[src/rtl/pbt_pkg.sv]
// Package with the shared types, constants and character decoding of the base tokenizer.
package pbt_pkg;

   localparam int COUNT_WIDTH = 16;
   localparam int QUEUE_DEPTH = 4;
   localparam int QUEUE_AW    = $clog2(QUEUE_DEPTH);

   localparam logic [7:0] CHAR_PLUS   = 8'h2B;
   localparam logic [7:0] CHAR_MINUS  = 8'h2D;
   localparam logic [7:0] CHAR_CARET  = 8'h5E;
   localparam logic [7:0] CHAR_DOLLAR = 8'h24;
   localparam logic [7:0] CHAR_ZERO   = 8'h30;
   localparam logic [7:0] CHAR_NINE   = 8'h39;

   localparam logic [3:0] SYM_READ_BEGIN = 4'd10;
   localparam logic [3:0] SYM_READ_END   = 4'd11;

   typedef struct packed {
      logic [3:0] symbol;
      logic       symbol_valid;
      logic       end_of_string;
      logic       error;
   } result_type;

   typedef struct packed {
      logic [1:0] count;
      result_type first;
      result_type second;
   } entry_type;

   typedef struct packed {
      logic       hit;
      logic [3:0] code;
   } base_type;

   localparam result_type RESULT_ERROR = '{symbol: 4'd0, symbol_valid: 1'b0,
                                           end_of_string: 1'b0, error: 1'b1};

   function automatic base_type base_code(input logic [7:0] c);
      base_type b;
      b.hit = 1'b1;
      case (c)
         8'h41: b.code = 4'd0;
         8'h43: b.code = 4'd1;
         8'h47: b.code = 4'd2;
         8'h54: b.code = 4'd3;
         8'h4E: b.code = 4'd4;
         8'h61: b.code = 4'd5;
         8'h63: b.code = 4'd6;
         8'h67: b.code = 4'd7;
         8'h74: b.code = 4'd8;
         8'h2A: b.code = 4'd9;
         default: begin
            b.hit  = 1'b0;
            b.code = 4'd0;
         end
      endcase
      return b;
   endfunction

endpackage

[src/rtl/pbt_if.sv]
// Handshake channel interfaces for characters in and symbols out.
interface pbt_req_if;
   logic       valid;
   logic       ready;
   logic [7:0] char_code;
   logic       last_char;

   modport source (output valid, output char_code, output last_char, input ready);
   modport sink (input valid, input char_code, input last_char, output ready);
endinterface

interface pbt_rsp_if;
   logic       valid;
   logic       ready;
   logic [3:0] symbol;
   logic       symbol_valid;
   logic       end_of_string;
   logic       error;

   modport source (output valid, output symbol, output symbol_valid,
                   output end_of_string, output error, input ready);
   modport sink (input valid, input symbol, input symbol_valid,
                 input end_of_string, input error, output ready);
endinterface

[src/rtl/pbt_front.sv]
// Front part: accepts characters, keeps the parser state and forms the results of each item.
module pbt_front (
   input  logic                clock,
   input  logic                reset,
   pbt_req_if.sink             req_chan,
   input  logic                queue_full,
   output logic                push,
   output pbt_pkg::entry_type  entry
);

   localparam int CW = pbt_pkg::COUNT_WIDTH;

   logic [3:0]    held_symbol_ff, held_symbol_in;
   logic          held_valid_ff, held_valid_in;
   logic          skip_next_ff, skip_next_in;
   logic          reading_ff, reading_in;
   logic [CW-1:0] count_ff, count_in;

   logic              accept;
   logic [7:0]        c;
   logic              is_digit;
   logic              do_parse;
   logic [CW+3:0]     grown;
   logic [CW-1:0]     saturated;
   pbt_pkg::base_type b;
   pbt_pkg::result_type tail;

   assign req_chan.ready = !queue_full;
   assign accept         = req_chan.valid && !queue_full;
   assign c              = req_chan.char_code;
   assign is_digit       = (c >= pbt_pkg::CHAR_ZERO) && (c <= pbt_pkg::CHAR_NINE);
   assign b              = pbt_pkg::base_code(c);
   assign grown = ({4'd0, count_ff} << 3) + ({4'd0, count_ff} << 1)
                  + {{(CW + 0){1'b0}}, c[3:0] - pbt_pkg::CHAR_ZERO[3:0]};
   assign saturated = (grown[CW+3:CW] != 4'd0) ? {CW{1'b1}} : grown[CW-1:0];

   always_comb begin
      held_symbol_in = held_symbol_ff;
      held_valid_in  = held_valid_ff;
      skip_next_in   = skip_next_ff;
      reading_in     = reading_ff;
      count_in       = count_ff;
      do_parse       = 1'b0;
      entry          = '0;
      tail           = '0;

      if (skip_next_ff) begin
         skip_next_in = 1'b0;
      end else if (c == pbt_pkg::CHAR_PLUS || c == pbt_pkg::CHAR_MINUS) begin
         reading_in = 1'b1;
         count_in   = '0;
      end else if (reading_ff) begin
         if (is_digit) begin
            count_in = saturated;
         end else begin
            reading_in = 1'b0;
            if (count_ff != '0) begin
               count_in = count_ff - 1'b1;
            end else begin
               do_parse = 1'b1;
            end
         end
      end else if (count_ff != '0) begin
         count_in = count_ff - 1'b1;
      end else begin
         do_parse = 1'b1;
      end

      if (do_parse) begin
         if (b.hit || c == pbt_pkg::CHAR_CARET) begin
            if (held_valid_ff) begin
               entry.count        = 2'd1;
               entry.first.symbol = held_symbol_ff;
               entry.first.symbol_valid = 1'b1;
            end
            held_symbol_in = b.hit ? b.code : pbt_pkg::SYM_READ_BEGIN;
            skip_next_in   = !b.hit;
            held_valid_in  = 1'b1;
         end else if (c == pbt_pkg::CHAR_DOLLAR && held_valid_ff) begin
            entry.count              = 2'd1;
            entry.first.symbol       = pbt_pkg::SYM_READ_END;
            entry.first.symbol_valid = 1'b1;
         end else begin
            entry.count = 2'd1;
            entry.first = pbt_pkg::RESULT_ERROR;
         end
      end

      if (req_chan.last_char) begin
         tail.symbol        = held_valid_in ? held_symbol_in : 4'd0;
         tail.symbol_valid  = held_valid_in;
         tail.end_of_string = 1'b1;
         if (entry.count == 2'd0) begin
            entry.first = tail;
         end else begin
            entry.second = tail;
         end
         entry.count    = entry.count + 2'd1;
         held_symbol_in = '0;
         held_valid_in  = 1'b0;
         skip_next_in   = 1'b0;
         reading_in     = 1'b0;
         count_in       = '0;
      end
   end

   assign push = accept && (entry.count != 2'd0);

   always_ff @(posedge clock) begin
      if (reset) begin
         held_symbol_ff <= '0;
         held_valid_ff  <= 1'b0;
         skip_next_ff   <= 1'b0;
         reading_ff     <= 1'b0;
         count_ff       <= '0;
      end else if (accept) begin
         held_symbol_ff <= held_symbol_in;
         held_valid_ff  <= held_valid_in;
         skip_next_ff   <= skip_next_in;
         reading_ff     <= reading_in;
         count_ff       <= count_in;
      end
   end

endmodule

[src/rtl/pbt_queue.sv]
// Short queue of result entries between the front and the back part.
module pbt_queue (
   input  logic               clock,
   input  logic               reset,
   input  logic               push,
   input  pbt_pkg::entry_type push_entry,
   input  logic               pop,
   output pbt_pkg::entry_type pop_entry,
   output logic               full,
   output logic               empty
);

   localparam int AW = pbt_pkg::QUEUE_AW;

   pbt_pkg::entry_type slots_ff [pbt_pkg::QUEUE_DEPTH];
   logic [AW-1:0] wr_ptr_ff, rd_ptr_ff;
   logic [AW:0]   fill_ff;

   assign full      = (fill_ff == (AW + 1)'(pbt_pkg::QUEUE_DEPTH));
   assign empty     = (fill_ff == '0);
   assign pop_entry = slots_ff[rd_ptr_ff];

   always_ff @(posedge clock) begin
      if (push) begin
         slots_ff[wr_ptr_ff] <= push_entry;
      end
   end

   always_ff @(posedge clock) begin
      if (reset) begin
         wr_ptr_ff <= '0;
         rd_ptr_ff <= '0;
         fill_ff   <= '0;
      end else begin
         if (push) begin
            wr_ptr_ff <= wr_ptr_ff + 1'b1;
         end
         if (pop) begin
            rd_ptr_ff <= rd_ptr_ff + 1'b1;
         end
         fill_ff <= fill_ff + (AW + 1)'(push) - (AW + 1)'(pop);
      end
   end

endmodule

[src/rtl/pbt_back.sv]
// Back part: takes entries from the queue and sends their results one per cycle while ready.
module pbt_back (
   input  logic               clock,
   input  logic               reset,
   input  logic               queue_empty,
   input  pbt_pkg::entry_type queue_entry,
   output logic               pop,
   pbt_rsp_if.source          rsp_chan
);

   logic                out_valid_ff;
   pbt_pkg::result_type out_ff;
   logic                spare_valid_ff;
   pbt_pkg::result_type spare_ff;
   logic                can_load;

   assign can_load = !out_valid_ff || rsp_chan.ready;
   assign pop      = can_load && !spare_valid_ff && !queue_empty;

   assign rsp_chan.valid         = out_valid_ff;
   assign rsp_chan.symbol        = out_ff.symbol;
   assign rsp_chan.symbol_valid  = out_ff.symbol_valid;
   assign rsp_chan.end_of_string = out_ff.end_of_string;
   assign rsp_chan.error         = out_ff.error;

   always_ff @(posedge clock) begin
      if (can_load) begin
         if (spare_valid_ff) begin
            out_ff <= spare_ff;
         end else begin
            out_ff <= queue_entry.first;
         end
      end
      if (pop) begin
         spare_ff <= queue_entry.second;
      end
   end

   always_ff @(posedge clock) begin
      if (reset) begin
         out_valid_ff   <= 1'b0;
         spare_valid_ff <= 1'b0;
      end else if (can_load) begin
         if (spare_valid_ff) begin
            out_valid_ff   <= 1'b1;
            spare_valid_ff <= 1'b0;
         end else begin
            out_valid_ff   <= !queue_empty;
            spare_valid_ff <= !queue_empty && (queue_entry.count == 2'd2);
         end
      end
   end

endmodule

[src/rtl/pileup_base_tokenizer_unit.sv]
// Top level of the pileup read-base tokenizer.
// The block takes one character of a read-base string per cycle while the queue has room and
// turns it into symbol codes: bases 0 to 9, read begin 10, read end 11, with the latest base or
// read-begin symbol held back until the next one or the last character. A character gives
// zero, one or two results; the result channel sends one result per cycle while it is ready,
// so the block keeps one character per cycle as long as characters give at most one result
// on average. The front part updates the parser state and writes an entry to a four-entry
// queue at the accepting edge; the back part then moves the entry's first result into the
// output register and a second result of the same character into a spare register, from which
// it goes to the output register after the first.
// The queue absorbs stalls on the result side; the character side stalls when it is full.
module pileup_base_tokenizer_unit (
   input  logic      clock,
   input  logic      reset,
   pbt_req_if.sink   req_chan,
   pbt_rsp_if.source rsp_chan
);

   logic               push;
   pbt_pkg::entry_type push_entry;
   logic               pop;
   pbt_pkg::entry_type pop_entry;
   logic               full;
   logic               empty;

   pbt_front u_front (
      .clock      (clock),
      .reset      (reset),
      .req_chan   (req_chan),
      .queue_full (full),
      .push       (push),
      .entry      (push_entry)
   );

   pbt_queue u_queue (
      .clock      (clock),
      .reset      (reset),
      .push       (push),
      .push_entry (push_entry),
      .pop        (pop),
      .pop_entry  (pop_entry),
      .full       (full),
      .empty      (empty)
   );

   pbt_back u_back (
      .clock       (clock),
      .reset       (reset),
      .queue_empty (empty),
      .queue_entry (pop_entry),
      .pop         (pop),
      .rsp_chan    (rsp_chan)
   );

endmodule
[src/flat_wrapper.sv]
// flat-port wrapper written by rule: the top's interface ports become plain ports
module pileup_base_tokenizer_unit_flat 
  (clock, reset, req_chan_valid, req_chan_char_code, req_chan_last_char, req_chan_ready, rsp_chan_valid, rsp_chan_symbol, rsp_chan_symbol_valid, rsp_chan_end_of_string, rsp_chan_error, rsp_chan_ready);
  pbt_req_if req_chan_i ();
  pbt_rsp_if rsp_chan_i ();
  input  logic clock;
  input  logic reset;
  input wire logic [$bits(req_chan_i.valid)-1:0] req_chan_valid;
  input wire logic [$bits(req_chan_i.char_code)-1:0] req_chan_char_code;
  input wire logic [$bits(req_chan_i.last_char)-1:0] req_chan_last_char;
  output wire logic [$bits(req_chan_i.ready)-1:0] req_chan_ready;
  output wire logic [$bits(rsp_chan_i.valid)-1:0] rsp_chan_valid;
  output wire logic [$bits(rsp_chan_i.symbol)-1:0] rsp_chan_symbol;
  output wire logic [$bits(rsp_chan_i.symbol_valid)-1:0] rsp_chan_symbol_valid;
  output wire logic [$bits(rsp_chan_i.end_of_string)-1:0] rsp_chan_end_of_string;
  output wire logic [$bits(rsp_chan_i.error)-1:0] rsp_chan_error;
  input wire logic [$bits(rsp_chan_i.ready)-1:0] rsp_chan_ready;
  assign req_chan_i.valid = req_chan_valid;
  assign req_chan_i.char_code = req_chan_char_code;
  assign req_chan_i.last_char = req_chan_last_char;
  assign req_chan_ready = req_chan_i.ready;
  assign rsp_chan_valid = rsp_chan_i.valid;
  assign rsp_chan_symbol = rsp_chan_i.symbol;
  assign rsp_chan_symbol_valid = rsp_chan_i.symbol_valid;
  assign rsp_chan_end_of_string = rsp_chan_i.end_of_string;
  assign rsp_chan_error = rsp_chan_i.error;
  assign rsp_chan_i.ready = rsp_chan_ready;
  pileup_base_tokenizer_unit u_core (.clock(clock), .reset(reset), .req_chan(req_chan_i), .rsp_chan(rsp_chan_i));
endmodule
[config.mk]
export PLATFORM = sky130hd
export DESIGN_NAME = pileup_base_tokenizer_unit_flat
export DESIGN_NICKNAME = d
export VERILOG_FILES = /design/src/rtl/pbt_pkg.sv /design/src/rtl/pbt_if.sv /design/src/rtl/pbt_front.sv /design/src/rtl/pbt_queue.sv /design/src/rtl/pbt_back.sv /design/src/rtl/pileup_base_tokenizer_unit.sv /design/src/flat_wrapper.sv
export SDC_FILE = /design/constraint.sdc
export NUM_CORES = 1
export LEC_CHECK = 0
export BUFFER_PORTS_ARGS = -buffer_cell sky130_fd_sc_hd__buf_2
export CORE_UTILIZATION = 57
export DETAILED_ROUTE_END_ITERATION = 8
export GPL_TIMING_DRIVEN = 0
export PLACE_DENSITY = 0.74
export RECOVER_POWER = 50
export SLEW_MARGIN = 20
export SYNTH_ARGS = -nofsm -noshare
export SYNTH_HDL_FRONTEND = slang
export SYNTH_HIERARCHICAL = 1
export SYNTH_SLANG_ARGS = --single-unit
[constraint.sdc]
create_clock -name clock -period 9.5 [get_ports clock]
set_clock_uncertainty 0.15 [all_clocks]
set_input_delay 0.95 -clock clock [delete_from_list [all_inputs] [get_ports clock]]
set_output_delay 0.95 -clock clock [all_outputs]
set_load 0.005 [all_outputs]
==> results_dict.tcl, run 1 <==
set metrics [dict create \
    path_delay_family "simple AND/OR/NAND/NOR gates" \
    grt_util_met1_pct 32.7 \
    critPathKind "flip-flop to flip-flop" \
    dr.pass1.iters 5 \
    postCtsSetupBuffers 0 \
    synth_warnings 6 \
    fmax_mhz 187 \
    final_common_cell "edfxtp_1" \
    finalPower_mw 2.43 \
    worst_hold_startpoint "u_core/u_front/held_symbol_ff[1]" \
    cts_resized 0 \
    finalWorstPathRequiredPeriod_ns 5.36 \
    rsz0062_at_grt "false" \
    io_buffers 20 \
    critPathSlowestCell "nor4b_1" \
    use_met2_pct 44.8 \
    start_util_pct 59.4 \
    numCtsBuffers 9 \
    synth_cell_type_count 82 \
    seq_area_frac_synth_pct 46.1 \
    insertion_delay_ns 0.35 \
    fin_nets 670 \
    antennaDiodeCount 0 \
    syn_avg_cell_area_um2 11.3 \
    clk_path_buf_depth 2 \
    row_count 38 \
    grt-ovfl-total 0 \
    synth_ff_type "edfxtp_1" \
    drt-total-wl_um 14300 \
    grt_pass1_vias 4595 \
    violations "capacitance limit, slew limit" \
    syn-cell-area_um2 6550 \
    clock-root-buffer "clkbuf_16" \
    wire_per_inst_um 18.9 \
    clkPwrFrac_pct 15.3 \
    internal_power_mw 1.43 \
    dieHeight_um 109 \
    antenna_found_initial 0 \
    track_usage_pct 25.6 \
    num_io_pins 22 \
    drive_gt1_share_pct 10.7 \
    grt-busiest-layer "met2" \
    clock_sinks 112 \
    path_buf_inv 2 \
    r2r-start "u_core/u_front/count_ff[7]" \
    crit_path_end_kind "flip-flop" \
    synth_top_area_cell "edfxtp_1" \
    syn-num-nets 638 \
    holdBufCountCts 0 \
    post-route-period-util_pct 56.4 \
    pwr-share-seq_pct 33.7 \
    setup_viol 0 \
    grt_max_degree 22 \
    slew_violations 10 \
    via_per_inst 6.31 \
    p_sw_mw 1.00 \
    cts_tree "built" \
    ant_nets 0 \
    synth_top_area_share_pct 35.7 \
    netlist_instances 581 \
    clk_pin_slew_ns 0.08 \
    p_leak_nw 2.72 \
    cts-htree-levels 3 \
    vias 4784 \
    cpMostUsedCell "clkbuf_1" \
    critPathLaunch "u_core/u_front/count_ff[7]" \
    tns_ns 0 \
    slowest_delay_ns 0.92 \
    hpwlAfterDp_um 10400 \
    cp-start-kind "flip-flop" \
    slew_headroom_pct -8.98 \
    whs_ns 0.373 \
    combPwrFrac_pct 51.0 \
    area_delta_synth_final_pct 7.20 \
    grt_pass1_wl_um 23100 \
    synth-async-reset-ratio_pct 0 \
    synth_edf_count 78 \
    dieArea_um2 11900 \
    drt_iter0_markers 349 \
    status "finished, violations left" \
    place.gp.congestion 0.925 \
    path_cells "or4_1 > clkbuf_1 > nor4b_1 > nand2_2 > nor3_1 > clkbuf_1 > o21ai_0 > ha_1 > nor2_1 > and2_1" \
    hold_violations 0 \
    drc 0 \
    sw_frac_of_total_pct 41.2 \
    fp.dieW_um 109 \
    crit_fanout 16 \
    cp.required_ns 9.32 \
    peakVddDrop_mv 0.222 \
    layout_common_cells "edfxtp_1 (78), ha_1 (41), o21ai_0 (39)" \
    arrival_ns 5.18 \
    tightest_slew_ns 1.61 \
    ys_ff_latch 112 \
    met3_usage_pct 4.18 \
    drv_cap 1 \
    synth_area_leaders "edfxtp_1 (36%), dfxtp_1 (10%), ha_1 (7.8%)" \
    powerDensity_nw_per_um2 346 \
    hp-class "flip-flop to flip-flop" \
    core_um2 11000 \
]
## per-stage QoR
step / cells / worst slack (ns) / utilization [%] / area [µm²]
after floorplan: 581 / 5.56 / - / 6550
after global placement: 741 / 4.66 / 61.9 / 6830
after detailed placement: 742 / 4.61 / 62.0 / 6840
after CTS: 758 / 4.98 / 64.7 / 7140
after global routing: 758 / 3.80 / 63.7 / 7020
final: 758 / 4.14 / 63.7 / 7020
## final timing paths
path	to	slack, ns	cells after the start
max	u_core/u_queue/slots_ff[1][14]	4.14	10
min	u_core/u_front/held_symbol_ff[1]	0.37	2
max reg2reg	u_core/u_queue/slots_ff[1][14]	4.14	10
min reg2reg	u_core/u_front/held_symbol_ff[1]	0.37	2
## state kept, by name, indices dropped and copies added, names as in the netlist, 2 cells and up, named ones only
| register | flops |
|---|---|
| u_core/u_front/count_ff | 16 |
| u_core/u_back/spare_ff | 7 |
| u_core/u_queue/wr_ptr_ff | 2 |
| u_core/u_queue/slots_ff | 64 |
| u_core/u_front/held_symbol_ff | 4 |
| u_core/u_back/rsp_chan.symbol | 4 |
| u_core/u_queue/fill_ff | 3 |
| u_core/u_queue/rd_ptr_ff | 2 |
## layer usage
| layer | vias up | share of wire [%] |
|---|---|---|
| met4 | 0 | 1.6 |
| met3 | 21 | 3.8 |
| met1 | 2345 | 45 |
| li1 | 2301 | - |
| met5 | - | 0 |
| met2 | 117 | 50 |
## Yosys cell counts (all sizes together) (11+ instances only)
cell type,number
edfxtp,78
ha,41
o21ai,41
nor2,39
a21oi,35
dfxtp,34
nand2,32
inv,26
clkbuf,19
mux4,16
nor3,16
nor4,16
xnor2,12
a21o,11
buf,11
## power by group through the flow
stage	registers [mW]	clock network, mW	logic (mW)
2_1_floorplan	0.802	0	1.02
3_3_place_gp	0.820	0	1.25
3_5_place_dp	0.828	0	1.30
4_1_cts	0.819	0.377	1.31
5_1_grt	0.834	0.395	1.37
6_report	0.818	0.372	1.24
## worst register-to-register path, stage by stage (launching register included)
cell and delay (ns):
dfxtp_1 0.40, or4_1 0.57, clkbuf_1 0.19, nor4b_1 0.92
nand2_2 0.18, nor3_1 0.39, clkbuf_1 0.36, o21ai_0 0.31
ha_1 0.26, nor2_1 0.43, and2_1 0.80
## cells by family after synthesis
kind of cell	Yosys count	share of synthesized area [%]
simple gates	166	14.6
compound gates	151	15.4
fa+ha+maj	44	8.75
other cells	1	0.0572
xor+xnor	23	3.30
buf+inv	56	3.95
mux	28	7.81
flops	112	46.1
## layout make-up
type / count / area [µm²]
Fill cell: 897 / 4010
Tap cell: 140 / 175
Clock inverter: 7 / 70.1
Sequential cell: 112 / 3020
Buffer: 30 / 126
Inverter: 26 / 97.6
Multi-Input combinational cell: 413 / 3220
Timing Repair Buffer: 21 / 91.3
Clock buffer: 9 / 225
No activity file was read; power rests on OpenSTA's default activity.
==> inputs of run 2 (changes only) <==
- PLACE_DENSITY: 0.74 -> 0.77
- clock period: 9.5 -> 4.3 ns (I/O delays scaled with it)
==> run 2 against run 1 <==
- utilization increased by 0.31 points
- die area unchanged
- critical endpoint is now u_core/u_queue/slots_ff[3][7]
- critical path type unchanged
- sequential power up 120%
- setup slack got worse by 3.9 ns
- the run still ends with capacitance limit, slew limit left
- clock power is 110% higher
- largest power group unchanged
- largest cell class unchanged
- wire length up 0.45%
- first-iteration DRC count is 8.9% higher
==> results_dict.tcl, run 2 (synthesis results as in run 1) <==
set metrics [dict create \
    drc 0 \
    drt-total-wl_um 14400 \
    fin_nets 670 \
    row_count 38 \
    via_per_inst 6.32 \
    grt_pass1_wl_um 23100 \
    hpwlAfterDp_um 10400 \
    peakVddDrop_mv 0.588 \
    vias 4791 \
    insertion_delay_ns 0.35 \
    start_util_pct 59.4 \
    numCtsBuffers 9 \
    regArea_um2 3020 \
    reg.largest.list "u_core/u_queue/slots_ff: 64 flops, u_core/u_front/count_ff: 16 flops, u_core/u_back/spare_ff: 7 flops" \
    clock_sinks 112 \
    cp-start-kind "flip-flop" \
    crit_fanout 16 \
    postCtsSetupBuffers 0 \
    clock-root-buffer "clkbuf_16" \
    dpl.cell_count 742 \
    track_usage_pct 25.8 \
    p_leak_nw 2.73 \
    pwr-share-seq_pct 33.2 \
    crit_path_end_kind "flip-flop" \
    final_cells 758 \
    finalWorstPathRequiredPeriod_ns 4.03 \
    antenna_found_initial 0 \
    holdBufCountCts 0 \
    fmax_mhz 248 \
    wire_per_inst_um 19.0 \
    grt-ovfl-total 0 \
    status "finished, violations left" \
    dieArea_um2 11900 \
    place_area_um2 6840 \
    core_um2 11000 \
    sw_frac_of_total_pct 40.9 \
    post-route-period-util_pct 93.8 \
    cts_resized 4 \
    hold_violations 0 \
    ant_nets 0 \
    grt_max_degree 20 \
    area_delta_synth_final_pct 7.71 \
    clk_path_buf_depth 2 \
    slew_violations 10 \
    place.gp.congestion 0.890 \
    regMostFlops "u_core/u_queue/slots_ff" \
    finalWorstSetupSlack_ns 0.265 \
    final_common_cell "edfxtp_1" \
    cts-htree-levels 3 \
    clkPwrFrac_pct 14.4 \
    p_sw_mw 2.23 \
    fin_util_pct 64.0 \
    violations "capacitance limit, slew limit" \
    clk_pin_slew_ns 0.07 \
    largest_reg_flops 64 \
    multi_input_area_um2 3250 \
    slew_headroom_pct -13.2 \
    finalInstanceArea_um2 7060 \
    hold_depth 3 \
    r2r_cells 10 \
    critPathKind "flip-flop to flip-flop" \
    drt_iter0_markers 380 \
    n_fill_cell 845 \
    arrival_ns 3.88 \
    layout_common_cells "edfxtp_1 (78), ha_1 (41), o21ai_0 (39)" \
    antennaDiodeCount 0 \
    place_ws_ns -0.133 \
    num_io_pins 22 \
    combPwrFrac_pct 52.4 \
    hp-class "primary input to flip-flop" \
    rsz0062_at_grt "false" \
    io_buffers 20 \
    dieHeight_um 109 \
    powerDensity_nw_per_um2 772 \
    drive_gt1_share_pct 12.3 \
    drv_cap 1 \
    dr.pass1.iters 5 \
    fp.dieW_um 109 \
    setup_viol 0 \
    grt_pass1_vias 4589 \
    tightest_slew_ns 1.68 \
    cp.required_ns 4.14 \
    internal_power_mw 3.22 \
    cts_tree "built" \
]
==> run 2: cell types whose count changed in the layout (fill, tap and decap cells not counted), moves of 2 or more <==
cell | before | now
clkinv_4 | 0 | 2
inv_6 | 3 | 1
and2_1 | 6 | 2
and2_2 | 0 | 4
clkinvlp_4 | 0 | 2
==> run 2: cell type report <==
class / count / area share, %
Inverter: 26 / 1.38
Timing Repair Buffer: 21 / 1.31
Multi-Input combinational cell: 413 / 46.1
Clock buffer: 9 / 3.19
Tap cell: 140 / 2.48
Clock inverter: 7 / 0.798
Sequential cell: 112 / 42.8
Buffer: 30 / 1.93
==> run 2: worst max-delay path, cell delays in order, from the launching register on <==
cell and delay, ns:
dfxtp_1 0.41, or4_1 0.58, buf_6 0.16, nor4b_4 0.43, nand2_2 0.16, nor3_2 0.24
buf_4 0.20, o21ai_0 0.24, ha_1 0.29, nor2_2 0.29, and2_2 0.52
==> run 2: final timing paths <==
kind | start | end | slack, ns
hold reg to reg | u_core/u_front/held_symbol_ff[2] | u_core/u_front/held_symbol_ff[2] | 0.37
setup / recovery | u_core/u_front/count_ff[7] | u_core/u_queue/slots_ff[3][7] | 0.27
setup reg to reg | u_core/u_front/count_ff[7] | u_core/u_queue/slots_ff[3][7] | 0.27
hold / removal | rsp_chan_ready | u_core/u_back/spare_valid_ff | 0.23
==> run 2: metal layers <==
layer | part of all wire (%) | track usage [%] | up-vias
met5 | 0 | 0 | -
met4 | 2.6 | 10.6 | 0
met3 | 4.4 | 4.00 | 25
met2 | 51 | 45.0 | 148
met1 | 42 | 32.0 | 2320
li1 | - | - | 2298
==> run 2: power by group through the flow <==
| stage | clock network, mW | logic, mW | registers, mW |
|---|---|---|---|
| floorplan | 0 | 2.25 | 1.77 |
| global placement | 0 | 2.76 | 1.81 |
| detailed placement | 0 | 2.88 | 1.82 |
| CTS | 0.794 | 2.91 | 1.81 |
| global route | 0.827 | 3.15 | 1.85 |
| finish | 0.785 | 2.86 | 1.81 |
==> run 2: through the flow <==
| stage | TNS [ns] | hold slack [ns] | power [mW] |
|---|---|---|---|
| final | 0 | 0.234 | 5.45 |
| after CTS | 0 | 0.250 | 5.51 |
| after detailed placement | -7.77 | 0.353 | 4.71 |
| after global routing | 0 | 0.287 | 5.82 |
| after global placement | -3.05 | 0.351 | 4.57 |
| after floorplan | 0 | 0.328 | 4.02 |
